--- src/design/erc_pkg.sv ---
// Shared constants and status types for the extent run coalescer.
// No dependencies; used by erc_front, erc_back and the top level.
`default_nettype none

package erc_pkg;

	localparam int REGION_BITS = 32;
	localparam int OFFSET_BITS = 32;
	// run end = offset + length, kept one bit wider so it never wraps
	localparam int END_BITS = OFFSET_BITS + 1;

	localparam int IQ_DEPTH = 2;
	localparam int IQ_CNT_BITS = 2;
	localparam int IQ_PTR_BITS = 1;

	localparam int OQ_DEPTH = 4;
	localparam int OQ_CNT_BITS = 3;
	localparam int OQ_PTR_BITS = 2;

	typedef struct packed {
		logic pending_valid;
		logic [OQ_CNT_BITS-1:0] out_count;
	} back_stat_t;

endpackage

`default_nettype wire

--- src/design/erc_front.sv ---
// Front end: accepts extent requests, precomputes the extent end offset and
// holds them in a two-entry queue for the back end. Uses erc_pkg.
`default_nettype none

module erc_front #(
	parameter int LEN_BITS = 16
) (
	input  wire logic                            clk,
	input  wire logic                            arst_n,
	input  wire logic                            in_valid,
	output logic                                 in_ready,
	input  wire logic [erc_pkg::REGION_BITS-1:0] region_id,
	input  wire logic [LEN_BITS-1:0]             extent_len,
	input  wire logic [erc_pkg::OFFSET_BITS-1:0] start_offset,
	input  wire logic                            last_in,
	output logic                                 q_valid,
	output logic [erc_pkg::REGION_BITS-1:0]      q_region,
	output logic [LEN_BITS-1:0]                  q_len,
	output logic [erc_pkg::OFFSET_BITS-1:0]      q_offset,
	output logic [erc_pkg::END_BITS-1:0]         q_end,
	output logic                                 q_last,
	input  wire logic                            q_pop
);

	typedef struct packed {
		logic [erc_pkg::REGION_BITS-1:0] region;
		logic [LEN_BITS-1:0]             len;
		logic [erc_pkg::OFFSET_BITS-1:0] offset;
		logic [erc_pkg::END_BITS-1:0]    run_end;
		logic                            last;
	} item_t;

	item_t                             entry_q [erc_pkg::IQ_DEPTH];
	item_t                             new_item;
	logic [erc_pkg::IQ_PTR_BITS-1:0]   wr_ptr_q;
	logic [erc_pkg::IQ_PTR_BITS-1:0]   rd_ptr_q;
	logic [erc_pkg::IQ_CNT_BITS-1:0]   count_q;
	logic                              push;

	assign in_ready = (count_q != erc_pkg::IQ_CNT_BITS'(erc_pkg::IQ_DEPTH));
	assign push     = in_valid && in_ready;

	always_comb begin
		new_item.region  = region_id;
		new_item.len     = extent_len;
		new_item.offset  = start_offset;
		new_item.run_end = {1'b0, start_offset} + erc_pkg::END_BITS'(extent_len);
		new_item.last    = last_in;
	end

	always_ff @(posedge clk or negedge arst_n) begin
		if (!arst_n) begin
			wr_ptr_q <= '0;
			rd_ptr_q <= '0;
			count_q  <= '0;
		end else begin
			if (push) begin
				wr_ptr_q <= wr_ptr_q + 1'b1;
			end
			if (q_pop) begin
				rd_ptr_q <= rd_ptr_q + 1'b1;
			end
			case ({push, q_pop})
				2'b10:   count_q <= count_q + 1'b1;
				2'b01:   count_q <= count_q - 1'b1;
				default: count_q <= count_q;
			endcase
		end
	end

	always_ff @(posedge clk) begin
		if (push) begin
			entry_q[wr_ptr_q] <= new_item;
		end
	end

	assign q_valid  = (count_q != '0);
	assign q_region = entry_q[rd_ptr_q].region;
	assign q_len    = entry_q[rd_ptr_q].len;
	assign q_offset = entry_q[rd_ptr_q].offset;
	assign q_end    = entry_q[rd_ptr_q].run_end;
	assign q_last   = entry_q[rd_ptr_q].last;

endmodule

`default_nettype wire

--- src/design/erc_back.sv ---
// Back end: holds the pending run, merges or closes it against the queue
// head and pushes zero, one or two results into a four-entry output queue.
// Uses erc_pkg.
`default_nettype none

module erc_back #(
	parameter int LEN_BITS = 16
) (
	input  wire logic                            clk,
	input  wire logic                            arst_n,
	input  wire logic                            q_valid,
	input  wire logic [erc_pkg::REGION_BITS-1:0] q_region,
	input  wire logic [LEN_BITS-1:0]             q_len,
	input  wire logic [erc_pkg::OFFSET_BITS-1:0] q_offset,
	input  wire logic [erc_pkg::END_BITS-1:0]    q_end,
	input  wire logic                            q_last,
	output logic                                 q_pop,
	output logic                                 out_valid,
	input  wire logic                            out_ready,
	output logic [erc_pkg::REGION_BITS-1:0]      out_region,
	output logic [LEN_BITS-1:0]                  out_len,
	output logic [erc_pkg::OFFSET_BITS-1:0]      out_offset,
	output logic                                 out_last,
	output erc_pkg::back_stat_t                  stat
);

	typedef struct packed {
		logic [erc_pkg::REGION_BITS-1:0] region;
		logic [LEN_BITS-1:0]             len;
		logic [erc_pkg::OFFSET_BITS-1:0] offset;
		logic                            last;
	} result_t;

	logic                              pend_valid_q;
	logic [erc_pkg::REGION_BITS-1:0]   pend_region_q;
	logic [erc_pkg::OFFSET_BITS-1:0]   pend_offset_q;
	logic [LEN_BITS-1:0]               pend_len_q;
	logic [erc_pkg::END_BITS-1:0]      pend_end_q;

	result_t                           oq_q [erc_pkg::OQ_DEPTH];
	logic [erc_pkg::OQ_PTR_BITS-1:0]   oq_wr_q;
	logic [erc_pkg::OQ_PTR_BITS-1:0]   oq_rd_q;
	logic [erc_pkg::OQ_CNT_BITS-1:0]   oq_cnt_q;

	logic [LEN_BITS:0]                 len_sum;
	logic                              joins;
	logic                              emit_close;
	logic [1:0]                        need;
	logic [erc_pkg::OQ_CNT_BITS-1:0]   cnt_after;
	logic                              out_pop;
	result_t                           res_close;
	result_t                           res_final;
	result_t                           res_first;
	logic [1:0]                        n_push;

	assign len_sum = {1'b0, pend_len_q} + {1'b0, q_len};
	assign joins   = pend_valid_q && (pend_region_q == q_region)
		&& (pend_end_q == {1'b0, q_offset}) && !len_sum[LEN_BITS];
	assign emit_close = pend_valid_q && !joins;
	assign need       = {1'b0, emit_close} + {1'b0, q_last};
	assign cnt_after  = oq_cnt_q + erc_pkg::OQ_CNT_BITS'(need);
	// only the present fill counts; no credit for a same-cycle drain
	assign q_pop      = q_valid
		&& (cnt_after <= erc_pkg::OQ_CNT_BITS'(erc_pkg::OQ_DEPTH));
	assign out_valid  = (oq_cnt_q != '0);
	assign out_pop    = out_valid && out_ready;
	assign n_push     = q_pop ? need : 2'd0;

	always_comb begin
		res_close.region = pend_region_q;
		res_close.len    = pend_len_q;
		res_close.offset = pend_offset_q;
		res_close.last   = 1'b0;
		if (joins) begin
			res_final.region = pend_region_q;
			res_final.len    = len_sum[LEN_BITS-1:0];
			res_final.offset = pend_offset_q;
		end else begin
			res_final.region = q_region;
			res_final.len    = q_len;
			res_final.offset = q_offset;
		end
		res_final.last = 1'b1;
		res_first = emit_close ? res_close : res_final;
	end

	always_ff @(posedge clk or negedge arst_n) begin
		if (!arst_n) begin
			pend_valid_q  <= 1'b0;
			pend_region_q <= '0;
			pend_offset_q <= '0;
			pend_len_q    <= '0;
			pend_end_q    <= '0;
			oq_wr_q       <= '0;
			oq_rd_q       <= '0;
			oq_cnt_q      <= '0;
		end else begin
			if (q_pop) begin
				if (q_last) begin
					pend_valid_q  <= 1'b0;
					pend_region_q <= '0;
					pend_offset_q <= '0;
					pend_len_q    <= '0;
					pend_end_q    <= '0;
				end else if (joins) begin
					pend_len_q <= len_sum[LEN_BITS-1:0];
					// joined extent starts at the run end, so its end is the new one
					pend_end_q <= q_end;
				end else begin
					pend_valid_q  <= 1'b1;
					pend_region_q <= q_region;
					pend_offset_q <= q_offset;
					pend_len_q    <= q_len;
					pend_end_q    <= q_end;
				end
			end
			oq_wr_q  <= oq_wr_q + erc_pkg::OQ_PTR_BITS'(n_push);
			if (out_pop) begin
				oq_rd_q <= oq_rd_q + 1'b1;
			end
			oq_cnt_q <= oq_cnt_q + erc_pkg::OQ_CNT_BITS'(n_push)
				- erc_pkg::OQ_CNT_BITS'(out_pop);
		end
	end

	always_ff @(posedge clk) begin
		if (n_push != 2'd0) begin
			oq_q[oq_wr_q] <= res_first;
		end
		if (n_push == 2'd2) begin
			oq_q[oq_wr_q + 1'b1] <= res_final;
		end
	end

	assign out_region = oq_q[oq_rd_q].region;
	assign out_len    = oq_q[oq_rd_q].len;
	assign out_offset = oq_q[oq_rd_q].offset;
	assign out_last   = oq_q[oq_rd_q].last;

	assign stat.pending_valid = pend_valid_q;
	assign stat.out_count     = oq_cnt_q;

endmodule

`default_nettype wire

--- src/design/extent_run_coalescer_top.sv ---
// Top level of the extent run coalescer: front queue plus merge back end.
// Depends on erc_pkg, erc_front and erc_back.
`default_nettype none

// Extent run coalescer. Extent requests (region, length, offset, last) are
// accepted at one per cycle into a two-entry queue; the back end takes one
// queue entry per cycle, merging it into the pending run when it is in the
// same region, starts at the run end and the summed length fits in LEN_BITS,
// and otherwise emitting the pending run. The last extent of a list flushes
// the run with out_last set, so one request yields zero, one or two results.
// Sustained rate is one extent per cycle; the back end holds an entry only
// while the four-entry output queue lacks room for the results it makes.
// Each extent is held in the front queue, its results in the output queue.
module extent_run_coalescer_top #(
	parameter int LEN_BITS = 16
) (
	input  wire logic                            clk,
	input  wire logic                            arst_n,
	input  wire logic                            in_valid,
	output logic                                 in_ready,
	input  wire logic [erc_pkg::REGION_BITS-1:0] region_id,
	input  wire logic [LEN_BITS-1:0]             extent_len,
	input  wire logic [erc_pkg::OFFSET_BITS-1:0] start_offset,
	input  wire logic                            last_in,
	output logic                                 out_valid,
	input  wire logic                            out_ready,
	output logic [erc_pkg::REGION_BITS-1:0]      out_region,
	output logic [LEN_BITS-1:0]                  out_len,
	output logic [erc_pkg::OFFSET_BITS-1:0]      out_offset,
	output logic                                 out_last
);

	logic                              q_valid;
	logic [erc_pkg::REGION_BITS-1:0]   q_region;
	logic [LEN_BITS-1:0]               q_len;
	logic [erc_pkg::OFFSET_BITS-1:0]   q_offset;
	logic [erc_pkg::END_BITS-1:0]      q_end;
	logic                              q_last;
	logic                              q_pop;
	erc_pkg::back_stat_t               stat;

	erc_front #(.LEN_BITS(LEN_BITS)) u_front (
		.clk          (clk),
		.arst_n       (arst_n),
		.in_valid     (in_valid),
		.in_ready     (in_ready),
		.region_id    (region_id),
		.extent_len   (extent_len),
		.start_offset (start_offset),
		.last_in      (last_in),
		.q_valid      (q_valid),
		.q_region     (q_region),
		.q_len        (q_len),
		.q_offset     (q_offset),
		.q_end        (q_end),
		.q_last       (q_last),
		.q_pop        (q_pop)
	);

	erc_back #(.LEN_BITS(LEN_BITS)) u_back (
		.clk        (clk),
		.arst_n     (arst_n),
		.q_valid    (q_valid),
		.q_region   (q_region),
		.q_len      (q_len),
		.q_offset   (q_offset),
		.q_end      (q_end),
		.q_last     (q_last),
		.q_pop      (q_pop),
		.out_valid  (out_valid),
		.out_ready  (out_ready),
		.out_region (out_region),
		.out_len    (out_len),
		.out_offset (out_offset),
		.out_last   (out_last),
		.stat       (stat)
	);

	a_pop_needs_entry: assert property (@(posedge clk) disable iff (!arst_n)
		q_pop |-> q_valid)
		else $error("back end popped an empty queue");

	a_oq_bound: assert property (@(posedge clk) disable iff (!arst_n)
		stat.out_count <= erc_pkg::OQ_CNT_BITS'(erc_pkg::OQ_DEPTH))
		else $error("output queue overfilled");

	a_last_clears_run: assert property (@(posedge clk) disable iff (!arst_n)
		(q_pop && q_last) |=> !stat.pending_valid)
		else $error("run still pending after last extent");

	a_pop_sets_run: assert property (@(posedge clk) disable iff (!arst_n)
		(q_pop && !q_last) |=> stat.pending_valid)
		else $error("no pending run after a non-last extent");

endmodule

`default_nettype wire
--- config.mk ---
export PLATFORM = sky130hd
export DESIGN_NAME = extent_run_coalescer_top
export DESIGN_NICKNAME = d
export VERILOG_FILES = /design/src/design/erc_pkg.sv /design/src/design/erc_front.sv /design/src/design/erc_back.sv /design/src/design/extent_run_coalescer_top.sv
export SDC_FILE = /design/constraint.sdc
export NUM_CORES = 1
export LEC_CHECK = 0
export ABC_AREA = 0
export BUFFER_PORTS_ARGS = -buffer_cell sky130_fd_sc_hd__clkbuf_2
export CORE_MARGIN = 2
export CORE_UTILIZATION = 55
export CTS_CLUSTER_DIAMETER = 80
export DETAILED_ROUTE_END_ITERATION = 10
export PLACE_DENSITY = 0.73
export RECOVER_POWER = 50
export SYNTH_ARGS = -nofsm -noshare
export SYNTH_HDL_FRONTEND = slang
export SYNTH_SLANG_ARGS = --single-unit
--- constraint.sdc ---
create_clock -name clk -period 12.6 [get_ports clk]
set_input_delay 0.63 -clock clk [delete_from_list [all_inputs] [get_ports clk]]
set_output_delay 0.63 -clock clk [all_outputs]
set_load 0.005 [all_outputs]
---- After elaboration in Yosys (flattened, before gate mapping) ----
Memory sizes are Yosys's and may differ from the RTL's.
Index checks and enable logic that the tools add are counted.
operators by class
  add/sub/neg operators ................... 13
  $lt $le $gt $ge ......................... 1
  equality and inequality tests ........... 7
  multiplexer cells ....................... 19
  reductions and logical operators ........ 14
operator list
  cell                   count
  $mux W32               4
  $mux W81               1
  $mux W80               1
  $add A32 B16 Y33       1
  $eq A33 B32 Y1         1
  $mux W33               1
  $eq A32 B32 Y1         1
  $mux W16               2
  $add A16 B16 Y17       1
  $mux W1                8
  $logic_and A1 B1 Y1    7
  $add A2 B1 Y2 const B  3
  $add A3 B2 Y3          2
  $reduce_bool A2 Y1     3
  $eq A2 B2 Y1 const B   2
  $pmux W2 S2            1
  $le A3 B3 Y1 const B   1
  $reduce_bool A3 Y1     1
  $sub A3 B1 Y3          1
  $add A1 B1 Y1 const B  2
  $add A1 B1 Y2          1
  $add A2 B2 Y2          1
  $eq A2 B1 Y1 const B   1
  $logic_not A1 Y1       2
  other kinds (5)        5
word-level totals
  register bits after elaboration ......... 125
  bits in writable memories ............... 552
  input port bits ......................... 85
  output and inout port bits .............. 83
  logic and storage cells ................. 67
  memories kept ........................... 2
memory list
  memory           words  width  read ports  clocked after memory_dff  wr ports  RTL line         text
  u_back.oq_q      4      81     1           0                         2         erc_back.sv:40   result_t oq_q [erc_pkg::OQ_DEPTH];
  u_front.entry_q  2      114    1           0                         1         erc_front.sv:33  item_t entry_q [erc_pkg::IQ_DEPTH];

---- Depth between registers and ports, before layout ----
An unclocked memory read counts as a cell.
  depth in word-level cells ............... 15
  mapped depth ............................ 30
  depth with buffers taken out ............ 22

---- By module ----
From an unflattened synthesis, not the netlist that was laid out.
second synthesis, totals
  cells, all modules ...................... 2,246
  area total of the unflattened synthesis .. 31,886.8 um^2
modules (own cells, without submodules)
  module     times used  cells an instance  area an instance (um^2)  sequential area each (um^2)
  erc_back   1           1,719              22,415.2                 12,717.2
  erc_front  1           527                9,471.6                  6,946.7

---- Least setup slack after synthesis ----
OpenSTA, ideal clock, no wires.
  path type ............................... reg2reg
  from .................................... reg u_front.rd_ptr_q
  to ...................................... mem u_back.oq_q[1][70] in the netlist's numbering, data pin
  setup time .............................. 149 ps
  data arrival time ....................... 8,456 ps
  required time ........................... 12,451 ps
  setup slack ............................. 3,994 ps
  cell stages (with the launch flop) ...... 30
  path buffers ............................ 8
  clock period less this slack ............ 8,606 ps
  cells stage by stage .................... dfrtp_1 -> buf_6 -> buf_6 -> buf_6 -> buf_1 -> clkbuf_1 -> mux2i_1 -> inv_1 -> ha_1 -> a211o_1 -> a211o_1 -> nor4_1 -> nand2_1 -> nor4_1 -> and3_1 -> buf_6 -> buf_4 -> nor2_1 -> ha_1 -> ha_1 -> ha_1 -> a21oi_1 -> xor2_1 -> o221ai_1 -> or4_1 -> and2_1 -> inv_1 -> o21ai_1 -> clkbuf_1 -> o2bb2ai_1
RTL lines
  what                      RTL line         text
  start: declaration        erc_front.sv:36  logic [erc_pkg::IQ_PTR_BITS-1:0] rd_ptr_q;
  start signal: assignment  erc_front.sv:61  rd_ptr_q <= rd_ptr_q + 1'b1;
  end: declaration          erc_back.sv:40

==> key figures <==
Outcome
  – Outcome: finished, violations left
  – Violated checks: max-capacitance violations, max-slew violations

Setup path
  – CP Class: reg -> reg
  – Worst Path Required: 12920 ps
  – R2R depth: 23
  – Endpoint class of the critical path: register
  – Setup crit start kind: register
  – CP arrival: just over 10000 ps
  – Flop-to-flop setup slack: 2640 ps
  – R2r startpoint: u_front.rd_ptr_q$_DFFE_PN0P_
  – Worst r2r dst: u_back.oq_q[3][49]$_DFFE_PP_
  – CP Max Fanout: 40

Placement
  – GP Congestion: 0.925
  – # port buffers: approximately 170
  – Pre-CTS setup slack: between 3000 and 4000 ps
  – Post-DP HPWL: between 50000 and 60000 um
  – Cell Area, Placed: 32800 um2

Global route
  – Largest net degree at the start of global routing: 75
  – Gr ovfl total: 0
  – First-pass GRT wire length: between 100000 and 150000 um
  – Grt met3 use: 5.97%
  – Total global routing track utilization: ~29%
  – Initial antenna violation count: 2
  – Busiest grt layer: met2
  – Met1 Resource Use GR: between 40% and 50%
  – Met2 usage: a little under half
  – Vias in the first global route: 20200

Cells and area
  – Most frequent cells in the layout: edfxtp_1 (548), o2bb2ai_1 (339), clkbuf_1 (152)
  – Area of the multi-input gates: ~11000 um2
  – Fraction of layout cells with a size suffix above 1: between 10 and 15%
  – Synthesis-to-layout area growth: 11.5%
  – Final nets: about 2300
  – Final Instance Area: around 35000 um2
  – Register area: between 15000 and 20000 um2
  – Fillers: approximately 4200
  – Commonest non-fill, non-tap cell in the layout: edfxtp_1
  – N_diodes: 0

Clock network
  – CTS tree: yes
  – Clock root cell: clkbuf_16
  – Clk slew on worst S/H paths: about 60 ps
  – Clk Latency, worst-skew pair: 620 ps
  – Hold_buf cts: 0
  – Number of CTS-inserted buffers: 72
  – Clock buffer depth: 3
  – Htree depth: 3
  – Post-CTS Setup Bufs: 0
  – CTS Sinks: around 680
  – CTS resizes: 0

Die
  – Row count: 87
  – Ports: roughly 170
  – Core area: around 56000 um2
  – Initial core utilization: a little under three fifths
  – Die area: between 50000 and 60000 um2
  – Die width: approximately 240 um
  – Die H: approximately 240 um

STA
  – Fin Setup TNS: 0 ps
  – Period Utilization, post-route: between 70% and 80%
  – Fin Clk Skew: 28.6 ps
  – Setup-failing EPs final: 0
  – Least-Margin Pin Slew: 4300 ps
  – Tmin final: around 10000 ps
  – RSZ-0062 raised after global routing: false
  – Final hold vios: 0
  – Slew margin rel.: -187%
  – Final setup margin: roughly 2600 ps
  – Max Slew Vio Count: ~560
  – Fmax: about 100 MHz

Logic synthesis
  – Unique cell type count in the Yosys netlist: 74
  – Syn avg cell area: around 15 um2
  – Post-Synthesis Cells: 2045
  – Syn Std Cell Area: around 31000 um2
  – Most used DFF post-synth: edfxtp_1
  – Syn Nets: between 2000 and 2500
  – Seq/Total Area, Yosys: 62.9%
  – Ys async rst share: about 18%
  – Seq cells post-synth: ~680
  – Number of synthesized flops with an enable pin: 548
  – YS warnings: 0

Route
  – WL/cell: between 20 and 30 um
  – Vias: just over 20000
  – Routed Antenna Nets: 0
  – # DRC: 0
  – Drt total wl: ~86000 um
  – Drt pass-1 iters: 6
  – DR iter-0 viols: roughly 2300
  – Vias/cell: around 6.7

Hold path
  – Hold Crit Endpoint: u_front.entry_q[0][112]$_DFFE_PP_
  – Hold Crit Class: in -> reg
  – Hold_sp: region_id[30]
  – Hold Path Cell Cnt: 1

Power
  – Maximum vdd ir drop: around 0.00023 V
  – Power, Total: between 9 and 10 mW
  – Leak: about 12 nW
  – Pwr dens: approximately 280 nW/um2

Job
  – Max_cap viols: 11
-- report_power, final --
group	leakage (nW)	internal (mW)	switching, mW
clock	1.12	1.19	0.876
sequential	6.70	3.36	0.475
combinational	3.98	1.36	2.53
total	11.8	5.91	3.88
-- worst max-delay path: stages, from the launching register on --
cell and delay [ps]:
dfrtp_1 1810, buf_4 610, mux2_1 410, ha_1 350, nor2b_1 230, o31a_1 170
o21ai_0 140, a211oi_1 570, nand3_1 290, and3_1 230, buf_4 250, nor2_1 220
ha_1 340, ha_1 220, ha_1 190, a21oi_1 160, xor2_1 160, o221ai_1 470
or3_1 320, nor2b_1 450, clkinv_2 730, o21ai_2 670, buf_4 440, o2bb2ai_1 110
-- layout make-up --
class	instances	share of cell area (%)
Sequential cell	677	56.4
Multi-Input combinational cell	1196	31.1
Clock inverter	32	0.797
Timing Repair Buffer	210	2.79
Clock buffer	101	5.77
Inverter	34	0.380
Tap cell	756	2.71
-- sequential cells by signal, summed over array words and instances (netlist names) --
name                  count
u_back.oq_cnt_q           3
u_back.oq_q             324
u_back.oq_rd_q            2
u_back.oq_wr_q            2
u_back.pend_end_q        33
u_back.pend_len_q        16
u_back.pend_offset_q     32
u_back.pend_region_q     32
u_back.pend_valid_q       1
u_front.count_q           2
u_front.entry_q         228
u_front.rd_ptr_q          1
u_front.wr_ptr_q          1
-- how the worst max path moves through the flow --
stage | cells after the start | slack, ps | startpoint | endpoint
2_1_floorplan | 29 | 3990 | u_front.rd_ptr_q$_DFFE_PN0P_ | u_back.oq_q[1][70]$_DFFE_PP_
3_3_place_gp | 21 | 3960 | u_front.rd_ptr_q$_DFFE_PN0P_ | u_back.oq_q[3][49]$_DFFE_PP_
3_5_place_dp | 21 | 3710 | u_front.rd_ptr_q$_DFFE_PN0P_ | u_back.oq_q[3][80]$_DFFE_PP_
4_1_cts | 21 | 3720 | u_front.rd_ptr_q$_DFFE_PN0P_ | u_back.oq_q[3][55]$_DFFE_PP_
5_1_grt | 23 | 2010 | u_front.rd_ptr_q$_DFFE_PN0P_ | u_back.oq_q[3][80]$_DFFE_PP_
6_report | 23 | 2640 | u_front.rd_ptr_q$_DFFE_PN0P_ | u_back.oq_q[3][49]$_DFFE_PP_
-- routing by layer --
layer	vias up	wire (um)	part of all wire, %
met5	-	13	0.015
met4	2	2210	2.6
met3	148	8080	9.4
met2	1059	40100	47
met1	10300	35300	41
li1	8636	-	-
-- cell families (layout without fill, tap and decap cells) --
| kind of cell | count (synthesis) | count (layout) | synth area share [%] |
|---|---|---|---|
| simple gates | 256 | 256 | 4.06 |
| mux | 217 | 217 | 10.5 |
| fa+ha+maj | 42 | 42 | 1.75 |
| xor+xnor | 98 | 98 | 2.75 |
| buf+inv | 172 | 377 | 2.67 |
| compound gates | 583 | 583 | 15.4 |
| flops | 677 | 677 | 62.9 |
-- per-stage QoR --
stage,hold slack [ps],std cells,util (%)
detailed placement,484,2873,58.2
CTS,71.3,3006,62.3
global placement,453,2873,58.2
finish,205,3006,61.9
global route,190,3006,61.9
floorplan,334,2045,-
-- synth_stat cells, types with 9 or more instances --
master,n,share of area [%]
xnor2_1,84,2.4
nand3_1,20,0.32
nor3_1,18,0.29
nand2_1,86,1.0
ha_1,39,1.6
o31ai_1,35,0.84
buf_1,20,0.24
clkbuf_1,48,0.58
a22o_1,57,1.6
mux4_2,81,5.8
and3_1,15,0.30
edfxtp_1,548,53
nor2b_1,10,0.20
nor2_1,46,0.55
o22ai_1,14,0.28
buf_6,11,0.40
o2bb2ai_1,339,9.5
xor2_1,14,0.39
dfrtp_1,125,10
o21ai_0,30,0.48
a21o_1,9,0.22
or3_1,11,0.22
a21oi_1,25,0.40
inv_1,34,0.41
mux2i_2,18,0.79
mux2i_1,103,3.3
nor4_1,16,0.32
buf_2,51,0.82
mux2_2,14,0.50
Note: power is estimated with default switching activity, not from simulation.
